File: src/knmd_pkg.sv
// ----------------------------------------------------------------------------
// knmd_pkg
// shared widths and types for the k-nearest mean distance score block
// ----------------------------------------------------------------------------
package knmd_pkg;

    // depth of the sorted chain, upper bound on k
    localparam int MAX_K   = 16;
    // matrix order bound, sets index width
    localparam int MAX_N   = 1024;

    localparam int DIST_W  = 32;
    localparam int IDX_W   = $clog2(MAX_N);
    localparam int KCFG_W  = 5;
    localparam int KCNT_W  = $clog2(MAX_K + 1);
    localparam int SUM_W   = DIST_W + $clog2(MAX_K);
    localparam int DCNT_W  = $clog2(SUM_W);

    localparam logic [DIST_W-1:0] DIST_MAX = '1;

    typedef struct packed {
        logic insert;
        logic shift;
        logic clear;
    } cell_ctrl_t;

endpackage

File: src/k_nearest_mean_distance_score.sv
// ----------------------------------------------------------------------------
// k_nearest_mean_distance_score
// per-row mean of the k smallest off-diagonal distances of a matrix stream
// ----------------------------------------------------------------------------
// usage
//   item channel: one matrix element per beat (distance, row_index,
//   col_index, last_in_row), accepted when item_valid is high and item_stall
//   is low. diagonal elements are not kept but may still end a row.
//   score channel: one beat per row end (row_score_index, score, too_few),
//   taken when score_valid is high and score_stall is low.
//   k_neighbors_we / k_neighbors_wdata write k; 0 acts as 1, above 16 as 16.
// throughput and row end
//   elements inside a row go in one per cycle: a chain of 16 cells does a
//   sorted insert of each accepted beat.
//   after the row end beat the chain shifts its k smallest values into an
//   adder, one per cycle, then a bit-serial divider forms the mean, the
//   control sees it finish and the result is loaded into the output
//   register, which raises score_valid.
//   item_stall is high over that span.
// reset
//   every cell holds all ones, the kept count is zero and k is 1.
// stall
//   a held score beat does not stop the next row from streaming in; only a
//   second row end keeps item_stall high until the output register is free.
// ----------------------------------------------------------------------------
module k_nearest_mean_distance_score (
    input  logic                           clk,
    input  logic                           rst_n,

    input  logic                           k_neighbors_we,
    input  logic [knmd_pkg::KCFG_W-1:0]    k_neighbors_wdata,

    input  logic                           item_valid,
    output logic                           item_stall,
    input  logic [knmd_pkg::DIST_W-1:0]    distance,
    input  logic [knmd_pkg::IDX_W-1:0]     row_index,
    input  logic [knmd_pkg::IDX_W-1:0]     col_index,
    input  logic                           last_in_row,

    output logic                           score_valid,
    input  logic                           score_stall,
    output logic [knmd_pkg::IDX_W-1:0]     row_score_index,
    output logic [knmd_pkg::DIST_W-1:0]    score,
    output logic                           too_few
);

    typedef enum logic [1:0] {
        ST_IDLE,
        ST_SUM,
        ST_DIV,
        ST_HOLD
    } state_t;

    state_t                          state_reg;
    logic [knmd_pkg::KCFG_W-1:0]     k_cfg_reg;
    logic [knmd_pkg::KCNT_W-1:0]     kept_reg;
    logic [knmd_pkg::KCNT_W-1:0]     k_eff_reg;
    logic [knmd_pkg::KCNT_W-1:0]     sum_cnt_reg;
    logic [knmd_pkg::SUM_W-1:0]      acc_reg;
    logic [knmd_pkg::IDX_W-1:0]      row_reg;
    logic                            few_reg;
    logic                            out_valid_reg;
    logic [knmd_pkg::IDX_W-1:0]      out_row_reg;
    logic [knmd_pkg::DIST_W-1:0]     out_score_reg;
    logic                            out_few_reg;

    logic                            item_acc;
    logic                            off_diag;
    logic [knmd_pkg::KCNT_W-1:0]     kept_next;
    logic [knmd_pkg::KCNT_W-1:0]     k_eff;
    logic                            sum_last;
    logic [knmd_pkg::SUM_W-1:0]      acc_next;
    logic                            out_free;
    logic                            load_out;
    knmd_pkg::cell_ctrl_t            ctrl;

    logic [knmd_pkg::DIST_W-1:0]     cell_val [knmd_pkg::MAX_K];
    logic                            cell_lt  [knmd_pkg::MAX_K];

    logic                            div_done;
    logic [knmd_pkg::DIST_W-1:0]     div_q;

    // new elements are taken only while no row end is in flight
    assign item_stall = state_reg != ST_IDLE;
    assign item_acc   = item_valid && !item_stall;
    assign off_diag   = col_index != row_index;

    // kept count saturates at the chain depth
    always_comb
    begin
        kept_next = kept_reg;
        if (item_acc && off_diag && (kept_reg != knmd_pkg::KCNT_W'(knmd_pkg::MAX_K)))
        begin
            kept_next = kept_reg + knmd_pkg::KCNT_W'(1);
        end
    end

    // clamp k into 1..MAX_K
    always_comb
    begin
        if (k_cfg_reg == '0)
        begin
            k_eff = knmd_pkg::KCNT_W'(1);
        end
        else if (int'(k_cfg_reg) > knmd_pkg::MAX_K)
        begin
            k_eff = knmd_pkg::KCNT_W'(knmd_pkg::MAX_K);
        end
        else
        begin
            k_eff = knmd_pkg::KCNT_W'(k_cfg_reg);
        end
    end

    // summing: head of the chain feeds the adder while the chain shifts down
    assign sum_last = (sum_cnt_reg + knmd_pkg::KCNT_W'(1)) == k_eff_reg;
    assign acc_next = acc_reg + knmd_pkg::SUM_W'(cell_val[0]);

    always_comb
    begin
        ctrl.insert = item_acc && off_diag;
        ctrl.shift  = state_reg == ST_SUM;
        // chain returns to all ones once the last needed value is out
        ctrl.clear  = (state_reg == ST_SUM) && sum_last;
    end

    // sorted insertion chain, smallest value at cell 0
    for (genvar i = 0; i < knmd_pkg::MAX_K; i++)
    begin : g_cell
        logic [knmd_pkg::DIST_W-1:0] prev_v;
        logic                        prev_l;
        logic [knmd_pkg::DIST_W-1:0] next_v;

        if (i == 0)
        begin : g_head
            assign prev_v = knmd_pkg::DIST_MAX;
            assign prev_l = 1'b0;
        end
        else
        begin : g_body
            assign prev_v = cell_val[i-1];
            assign prev_l = cell_lt[i-1];
        end

        if (i == knmd_pkg::MAX_K - 1)
        begin : g_tail
            assign next_v = knmd_pkg::DIST_MAX;
        end
        else
        begin : g_link
            assign next_v = cell_val[i+1];
        end

        knmd_cell u_cell (
            .clk      (clk),
            .rst_n    (rst_n),
            .ctrl     (ctrl),
            .din      (distance),
            .prev_val (prev_v),
            .prev_lt  (prev_l),
            .next_val (next_v),
            .val      (cell_val[i]),
            .lt       (cell_lt[i])
        );
    end

    knmd_divider u_div (
        .clk      (clk),
        .rst_n    (rst_n),
        .start    (ctrl.clear),
        .dividend (acc_next),
        .divisor  (k_eff_reg),
        .done     (div_done),
        .quotient (div_q)
    );

    // output register is free when empty or being taken at this edge
    assign out_free = !out_valid_reg || !score_stall;
    // finished row moves into the output register
    assign load_out = (state_reg == ST_HOLD) && out_free;

    always_ff @(posedge clk or negedge rst_n)
    begin
        if (!rst_n)
        begin
            state_reg     <= ST_IDLE;
            k_cfg_reg     <= knmd_pkg::KCFG_W'(1);
            kept_reg      <= '0;
            k_eff_reg     <= knmd_pkg::KCNT_W'(1);
            sum_cnt_reg   <= '0;
            acc_reg       <= '0;
            row_reg       <= '0;
            few_reg       <= 1'b0;
            out_valid_reg <= 1'b0;
            out_row_reg   <= '0;
            out_score_reg <= '0;
            out_few_reg   <= 1'b0;
        end
        else
        begin
            if (k_neighbors_we)
            begin
                k_cfg_reg <= k_neighbors_wdata;
            end

            if (load_out)
            begin
                out_valid_reg <= 1'b1;
            end
            else if (out_valid_reg && !score_stall)
            begin
                out_valid_reg <= 1'b0;
            end

            case (state_reg)
                ST_IDLE:
                begin
                    kept_reg <= kept_next;
                    if (item_acc && last_in_row)
                    begin
                        row_reg     <= row_index;
                        k_eff_reg   <= k_eff;
                        few_reg     <= kept_next < k_eff;
                        sum_cnt_reg <= '0;
                        acc_reg     <= '0;
                        state_reg   <= ST_SUM;
                    end
                end
                ST_SUM:
                begin
                    acc_reg     <= acc_next;
                    sum_cnt_reg <= sum_cnt_reg + knmd_pkg::KCNT_W'(1);
                    if (sum_last)
                    begin
                        kept_reg  <= '0;
                        state_reg <= ST_DIV;
                    end
                end
                ST_DIV:
                begin
                    if (div_done)
                    begin
                        state_reg <= ST_HOLD;
                    end
                end
                ST_HOLD:
                begin
                    if (load_out)
                    begin
                        out_row_reg   <= row_reg;
                        out_score_reg <= few_reg ? '0 : div_q;
                        out_few_reg   <= few_reg;
                        state_reg     <= ST_IDLE;
                    end
                end
                default:
                begin
                    state_reg <= ST_IDLE;
                end
            endcase
        end
    end

    assign score_valid     = out_valid_reg;
    assign row_score_index = out_row_reg;
    assign score           = out_score_reg;
    assign too_few         = out_few_reg;

    // chain order check
    logic chain_sorted;
    always_comb
    begin
        chain_sorted = 1'b1;
        for (int i = 1; i < knmd_pkg::MAX_K; i++)
        begin
            if (cell_val[i] < cell_val[i-1])
            begin
                chain_sorted = 1'b0;
            end
        end
    end

    a_chain_sorted: assert property (@(posedge clk) disable iff (!rst_n)
        chain_sorted)
        else $error("insertion chain out of order");

    a_kept_bound: assert property (@(posedge clk) disable iff (!rst_n)
        int'(kept_reg) <= knmd_pkg::MAX_K)
        else $error("kept count above chain depth");

    a_rise_from_hold: assert property (@(posedge clk) disable iff (!rst_n)
        $rose(score_valid) |-> $past(state_reg == ST_HOLD))
        else $error("score beat without a finished row");

    a_div_cleared: assert property (@(posedge clk) disable iff (!rst_n)
        (state_reg == ST_DIV) |-> (kept_reg == '0 && cell_val[0] == knmd_pkg::DIST_MAX))
        else $error("chain not cleared after summing");

endmodule

File: src/knmd_cell.sv
// ----------------------------------------------------------------------------
// knmd_cell
// one slot of the sorted insertion chain
// ----------------------------------------------------------------------------
module knmd_cell (
    input  logic                           clk,
    input  logic                           rst_n,
    input  knmd_pkg::cell_ctrl_t           ctrl,
    input  logic [knmd_pkg::DIST_W-1:0]    din,
    input  logic [knmd_pkg::DIST_W-1:0]    prev_val,
    input  logic                           prev_lt,
    input  logic [knmd_pkg::DIST_W-1:0]    next_val,
    output logic [knmd_pkg::DIST_W-1:0]    val,
    output logic                           lt
);

    logic [knmd_pkg::DIST_W-1:0] val_reg;
    logic [knmd_pkg::DIST_W-1:0] val_next;

    // strict compare: equal values go behind
    assign lt  = din < val_reg;
    assign val = val_reg;

    always_comb
    begin
        val_next = val_reg;
        if (ctrl.clear)
        begin
            val_next = knmd_pkg::DIST_MAX;
        end
        else if (ctrl.shift)
        begin
            val_next = next_val;
        end
        else if (ctrl.insert && lt)
        begin
            // upstream taking the new value pushes its old one here
            val_next = prev_lt ? prev_val : din;
        end
    end

    always_ff @(posedge clk or negedge rst_n)
    begin
        if (!rst_n)
        begin
            val_reg <= knmd_pkg::DIST_MAX;
        end
        else
        begin
            val_reg <= val_next;
        end
    end

endmodule

File: src/knmd_divider.sv
// ----------------------------------------------------------------------------
// knmd_divider
// restoring divider, one quotient bit per cycle
// ----------------------------------------------------------------------------
module knmd_divider (
    input  logic                           clk,
    input  logic                           rst_n,
    input  logic                           start,
    input  logic [knmd_pkg::SUM_W-1:0]     dividend,
    input  logic [knmd_pkg::KCNT_W-1:0]    divisor,
    output logic                           done,
    output logic [knmd_pkg::DIST_W-1:0]    quotient
);

    logic                          busy_reg;
    logic                          done_reg;
    logic [knmd_pkg::DCNT_W-1:0]   cnt_reg;
    logic [knmd_pkg::KCNT_W-1:0]   rem_reg;
    logic [knmd_pkg::SUM_W-1:0]    dvd_reg;

    logic [knmd_pkg::KCNT_W:0]     trial;
    logic [knmd_pkg::KCNT_W:0]     dsr_ext;
    logic                          q_bit;
    logic [knmd_pkg::KCNT_W-1:0]   rem_next;

    always_comb
    begin
        trial    = {rem_reg, dvd_reg[knmd_pkg::SUM_W-1]};
        dsr_ext  = {1'b0, divisor};
        q_bit    = trial >= dsr_ext;
        // remainder stays below the divisor, so it fits back
        rem_next = q_bit ? knmd_pkg::KCNT_W'(trial - dsr_ext)
                         : knmd_pkg::KCNT_W'(trial);
    end

    always_ff @(posedge clk or negedge rst_n)
    begin
        if (!rst_n)
        begin
            busy_reg <= 1'b0;
            done_reg <= 1'b0;
            cnt_reg  <= '0;
            rem_reg  <= '0;
            dvd_reg  <= '0;
        end
        else
        begin
            done_reg <= 1'b0;
            if (start)
            begin
                busy_reg <= 1'b1;
                cnt_reg  <= '0;
                rem_reg  <= '0;
                dvd_reg  <= dividend;
            end
            else if (busy_reg)
            begin
                rem_reg <= rem_next;
                dvd_reg <= {dvd_reg[knmd_pkg::SUM_W-2:0], q_bit};
                cnt_reg <= cnt_reg + knmd_pkg::DCNT_W'(1);
                if (cnt_reg == knmd_pkg::DCNT_W'(knmd_pkg::SUM_W - 1))
                begin
                    busy_reg <= 1'b0;
                    done_reg <= 1'b1;
                end
            end
        end
    end

    assign done     = done_reg;
    // mean of values that fit the distance width fits it too
    assign quotient = dvd_reg[knmd_pkg::DIST_W-1:0];

endmodule

File: config.mk
export PLATFORM = sky130hd
export DESIGN_NAME = k_nearest_mean_distance_score
export DESIGN_NICKNAME = d
export VERILOG_FILES = /design/src/knmd_pkg.sv /design/src/k_nearest_mean_distance_score.sv /design/src/knmd_cell.sv /design/src/knmd_divider.sv
export SDC_FILE = /design/constraint.sdc
export NUM_CORES = 2
export LEC_CHECK = 0
export BUFFER_PORTS_ARGS = -buffer_cell sky130_fd_sc_hd__buf_2
export CORE_ASPECT_RATIO = 0.8
export CORE_MARGIN = 3
export CORE_UTILIZATION = 65
export CTS_BUF_LIST = sky130_fd_sc_hd__clkbuf_4
export CTS_CLUSTER_SIZE = 12
export DETAILED_ROUTE_END_ITERATION = 6
export PLACE_DENSITY = 0.82
export SYNTH_ARGS = -nofsm -noshare
export SYNTH_HDL_FRONTEND = slang
export SYNTH_SLANG_ARGS = --single-unit
File: constraint.sdc
create_clock -name clk -period 4.67 [get_ports clk]
set_input_delay 0.467 -clock clk [delete_from_list [all_inputs] [get_ports clk]]
set_output_delay 0.467 -clock clk [all_outputs]
set_load 0.02 [all_outputs]
# Word-level counts from Yosys, hierarchy flattened
# Cells that the tools add are included.
[classes]
n_addsub = 5
magnitude_cmp = 19
n_eq_ne = 11
n_mux = 93
reduce_logical = 54
[ops]
columns = ["operator", "count"]
rows = [
  ["2-to-1 mux 32 bit", 64],
  ["< comparator 32 bit", 16],
  ["2-to-1 mux 36 bit", 3],
  ["one-hot mux 36 bit (2 select lines)", 1],
  ["nonzero test 3 bit", 16],
  ["2-to-1 mux 5 bit", 8],
  ["adder 36 x 32 -> 36 bit", 1],
  ["logical AND 1 bit", 23],
  ["one-hot mux 5 bit (2 select lines)", 2],
  ["2-to-1 mux 6 bit", 2],
  ["adder 5 x 1 -> 5 bit (second input constant)", 2],
  ["inequality test 10 bit", 1],
  ["2-to-1 mux 1 bit", 8],
  ["2-to-1 mux 2 bit", 4],
  ["one-hot mux 2 bit (4 select lines)", 1],
  ["AND reduction 2 bit", 4],
  ["nonzero test 2 bit", 4],
  ["adder 6 x 1 -> 6 bit (second input constant)", 1],
  ["equality test 6 bit (second input constant)", 1],
  [">= comparator 6 x 5 -> 1 bit", 1],
  ["inequality test 2 bit (second input constant)", 3],
  ["equality test 5 bit", 1],
  ["greater-than comparator 5 bit (second input constant)", 1],
  ["logical NOT 5 bit", 1],
  ["other kinds (10)", 13],
]
[totals]
ff_bits = 674
output_inout_bits = 45

# Longest topological paths before layout
[logic_depth]
depth_word = 8
mapped_depth = 13

# Modules after synthesis
# Synthesis repeated with hierarchy kept, for this count alone.
[hier_totals]
hier_cells = 5123
hier_area_um2 = 56904.6
[by_module_without_submodules]
columns = ["mod", "n_inst", "cells_each", "area_per_inst_um2", "seq_area_each_um2"]
rows = [
  ["knmd_cell", 16, 259, 2965.3, 840.8],
  ["k_nearest_mean_distance_score", 1, 711, 6794.0, 2830.2],
  ["knmd_divider", 1, 268, 2665.1, 1226.2],
]

# Worst setup path after synthesis
# No wires, ideal clock.
[synth_timing]
path_type = "register to register"
startpoint = "register g_cell[0].u_cell.val_reg, in the netlist g_cell[0].u_cell.val[17]"
endpoint = "register g_cell[1].u_cell.val_reg, in the netlist g_cell[1].u_cell.val[31]"
setup_ns = 0.098
arrival_time_ns = 2.679
required_time_ns = 4.572
setup_slack_ns = 1.892
path_stages_with_launch = 13
n_path_buf = 2
path_cell_list = "dfstp_2 > inv_1 > ha_1 > a21oi_1 > o21ai_0 > a221o_1 > and4bb_1 > a2111oi_2 > nor3b_1 > buf_2 > buf_4 > mux2i_1 > a221oi_1"
[synth_between]
elab_chain_len = 5
[synth_rtl]
columns = ["item", "line", "rtl"]
rows = [
  ["start, declared", "knmd_cell.sv:17", "logic [knmd_pkg::DIST_W-1:0] val_reg;"],
  ["start signal, assigned", "knmd_cell.sv:46", "val_reg <= knmd_pkg::DIST_MAX;"],
  ["start signal, assigned", "knmd_cell.sv:50", "val_reg <= val_next;"],
  ["< comparator 32 bit", "knmd_cell.sv:21", "assign lt = din < val_reg;"],
  ["2-to-1 mux 32 bit", "knmd_cell.sv:38", "val_next = prev_lt ? prev_val : din;"],
  ["2-to-1 mux 32 bit", "knmd_cell.sv:35", "else if (ctrl.insert && lt)"],
  ["2-to-1 mux 32 bit", "knmd_cell.sv:31", "else if (ctrl.shift)"],
  ["2-to-1 mux 32 bit", "knmd_cell.sv:27", "if (ctrl.clear)"],
  ["end signal, assigned", "knmd_cell.sv:46", ""],
  ["end signal, assigned", "knmd_cell.sv:50", ""],
  ["end, declared", "knmd_cell.sv:17", ""],
]
# Every way passes these cells. The select of a mux whose other input is x is not followed.
# A chain may end at the register's enable or synchronous reset.

# Final worst setup path
[layout_timing]
startpoint = "register g_cell[2].u_cell.val_reg, in the netlist g_cell[2].u_cell.val[9]"
endpoint = "register g_cell[3].u_cell.val_reg, in the netlist g_cell[3].u_cell.val[26]"
[layout_between]
elab_chain_len = 5
[layout_rtl]
columns = ["item", "line"]
rows = [
  ["start, declared", "knmd_cell.sv:17"],
  ["start signal, assigned", "knmd_cell.sv:46"],
  ["start signal, assigned", "knmd_cell.sv:50"],
  ["< comparator 32 bit", "knmd_cell.sv:21"],
  ["2-to-1 mux 32 bit", "knmd_cell.sv:38"],
  ["2-to-1 mux 32 bit", "knmd_cell.sv:35"],
  ["2-to-1 mux 32 bit", "knmd_cell.sv:31"],
  ["2-to-1 mux 32 bit", "knmd_cell.sv:27"],
  ["end signal, assigned", "knmd_cell.sv:46"],
  ["end signal, assigned", "knmd_cell.sv:50"],
  ["end, declared", "knmd_cell.sv:17"],
]
# Every way passes these cells. The select of a mux whose other input is x is not followed.

==> impl_results.md <==
- Outcome: complete, no violations
- Slew Limit Fails: 0
- Min Clock Period, post-route: 4.37 ns
- Mapped Area: 49100 um^2
- Hold Fails Final Rpt: 0
- Sequential Power Share: 29.9%
- Area post-placement: 50900 um^2
- Hold Crit Class: input port to async pin
- Internal power: 21.7 mW
- Synth unique cells: 94
- Fmax: 0.229 GHz
- Switching share of power: 45.5%
- WP data arrival: 5.38 ns
- Via count: 43500
- CP Class: flip-flop to flip-flop
- Final wirelength: 136 mm
- Antenna violations before repair: 4
- Yosys reg bits: 674
- Setup Skew: 0.0819 ns
- Final period utilization: 93.5%
- I/O Pins: 108
- PD cells: 738 nW/um^2
- CP endpoint kind: flip-flop
- DRC violation count after routing: 0
- Crit path required time: 5.69 ns
- Input/output buffers: 107
- Synthesized area per cell: 9.26 um^2
- Die width: 313 um
- Max-cap violations: 0
- Post-synth ARST share: 100%
- Clock sinks: 674
- Vias in the first global route: 43000
- Synth warn: 0
- Startpoint types: flip-flop
- Fill cell count: 5483
- Layout cell share with drive strength beyond 1: 23.2%
- Worst-path fanout max: 16
- Syn nets: 5919
- RSZ-0062 raised after global routing: no
- Setup Total Neg Slack: 0 ns
- DR pass1 iterations: 6
- Nets: 6073
- Core area: 74300 um^2
- Post-synth EDFFs: 0
- Clock buffer depth: 3
- Top FF cell, synth: dfstp_2
- Via/cell ratio: 6.58
- Clock power frac: 14.3%
- Most frequent cells in the layout: ha_1 (545), inv_1 (525), dfstp_2 (514)
- Largest net degree at the start of global routing: 121
- Hold_ws: 0.0614 ns
- Die Y-Extent: 252 um
- Multi-input gate area: 28300 um^2
- First-pass GRT wire length: 224 mm
- Final setup vio count: 0
- Worst-case vdd ir drop: 0.378 mV
- Starting DRT DRC Count: 4351
- Worst-Skew Late Latency: 1.13 ns
- Final antenna-violating net count: 0
- CTS tree: built
- HPWL Detailed: 96.9 mm
- CTS clk-pin slew, worst paths: 0.07 ns
- CTS Buf Count: 180
- Postcts setup bufs: 0
- Seq/Total Area, Yosys: 35.6%
- LEAKAGE: 27.4 nW
- Comb power frac: 55.7%
- Die area: 78900 um^2
- Htree depth: 4
- Switching Power: 18.2 mW
- Sequential cell area: 17500 um^2
- Routability cong.: 0.926
- Starting Density: 66.2%
- Area growth, synth to finish: 9.96%
- GRT Util Overall: 34.3%
- Commonest non-fill, non-tap cell in the layout: ha_1
- Routed wire per std cell: 20.6 um
- CTS Root Cell: clkbuf_4
- Post-route cell area: 54000 um^2
- Max FFs per register: 512
- Max_slew headroom: 3.59%
- Grt ovf: 0
- Worst Tran Pin Value: 1.43 ns
- Mapped Cells: 5308
- # rows: 89
## synth_stat cells, drive strengths merged (4+ instances only)
cell type | n | area [um^2]
a21oi | 464 | 2340
a311oi | 35 | 307
xor2 | 30 | 263
xnor2 | 33 | 289
and4 | 14 | 123
nand2b | 50 | 313
nand2 | 290 | 1090
inv | 526 | 1970
nand3 | 135 | 676
nor3 | 57 | 295
a211oi | 63 | 478
nor2 | 293 | 1100
or4 | 34 | 259
ha | 546 | 6830
a2111oi | 16 | 174
o31ai | 9 | 67.6
a41oi | 7 | 80.1
buf | 101 | 621
a31oi | 40 | 250
dfrtp | 160 | 4000
o41ai | 5 | 62.6
o21ai | 249 | 1250
o221a | 97 | 1090
mux2 | 89 | 1000
o211ai | 44 | 330
a22o | 15 | 131
nor2b | 67 | 419
clkbuf | 250 | 938
o21a | 52 | 390
nor4 | 49 | 328
or3 | 7 | 43.8
o22ai | 163 | 1020
mux2i | 334 | 3340
a221o | 5 | 50.1
nor4b | 4 | 50.1
nand4 | 82 | 513
and3 | 11 | 68.8
a2bb2oi | 33 | 289
nor3b | 6 | 45.0
a221oi | 132 | 1160
dfstp | 514 | 13500
a211o | 7 | 61.3
or2 | 7 | 43.8
a21o | 137 | 1040
## final timing paths
| path | start | endpoint | slack [ns] | cells after the start |
|---|---|---|---|---|
| max in group asynchronous | rst_n | g_cell[14].u_cell.val[18]$_DFFE_PN1P_ | 3.40 | 3 |
| hold / removal | rst_n | acc_reg[31]$_DFFE_PN0P_ | 0.06 | 2 |
| setup / recovery | g_cell[2].u_cell.val[9]$_DFFE_PN1P_ | g_cell[3].u_cell.val[26]$_DFFE_PN1P_ | 0.30 | 11 |
| min in group clk | score_stall | score_valid$_DFFE_PN0P_ | 0.16 | 4 |
| setup reg to reg | g_cell[2].u_cell.val[9]$_DFFE_PN1P_ | g_cell[3].u_cell.val[26]$_DFFE_PN1P_ | 0.30 | 11 |
| hold reg to reg | score[23]$_DFFE_PN0P_ | score[23]$_DFFE_PN0P_ | 0.47 | 2 |
## power by group through the flow
stage	clock [mW]	sequential [mW]	combinational [mW]
2_1_floorplan	0	11.3	16.3
3_3_place_gp	0	11.9	20.5
3_5_place_dp	0	11.9	21.5
4_1_cts	5.79	11.9	21.7
5_1_grt	6.13	12.2	24.4
6_report	5.71	11.9	22.2
## what timing repair did
action,in CTS,in global routing
resized for setup,0,0
hold endpoints to repair,398,0
hold buffers,67,0
## stage by stage
step / cells / utilization (%) / worst slack [ns] / power [mW]
after floorplan: 5308 / - / 1.89 / 27.6
after global placement: 6214 / 68.6 / 0.359 / 32.4
after detailed placement: 6214 / 68.6 / 0.344 / 33.4
after CTS: 6597 / 72.7 / 0.495 / 39.4
after global routing: 6603 / 72.7 / 0.219 / 42.8
final: 6604 / 72.7 / 0.303 / 39.9
## routing by layer
metal  part of all wire, %  global-route usage, %  wire, um
met2                    42                   49.5     57400
met3                   9.7                   7.82     13300
met5                 0.031                      0        42
met4                   2.5                   11.7      3440
met1                    46                   50.6     62100
## area by class of cell
class                   count  share of cell area, %
flip-flops and latches    674                   32.4
clock inverters            47                  0.699
repair buffers            323                   4.72
clock buffers             269                   3.74
diodes                      7                 0.0324
inverters                 526                   3.66
multi-input cells        3757                   52.4
well taps                1001                   2.32
## cell families (layout without fill, tap and decap cells)
kind of cell,Yosys count,after routing,synth area share [%]
other cells,0,7,0
simple gates,1120,1120,11.2
xor+xnor,63,63,1.12
compound gates,1603,1603,22.0
fa+ha+maj,548,548,14.0
mux,423,423,8.84
flops,674,674,35.6
buf+inv,877,1165,7.19
## critical path, stage by stage (launching register included)
cell,delay [ns]
dfstp_2,0.56
inv_1,0.05
ha_1,0.28
a211oi_1,0.20
nor2_1,0.08
a2111oi_0,0.93
a21oi_1,0.27
nor4_4,0.86
buf_4,0.41
mux2_2,0.37
o22ai_1,0.15
a21oi_1,0.07
No activity file was read; power rests on OpenSTA's default activity.
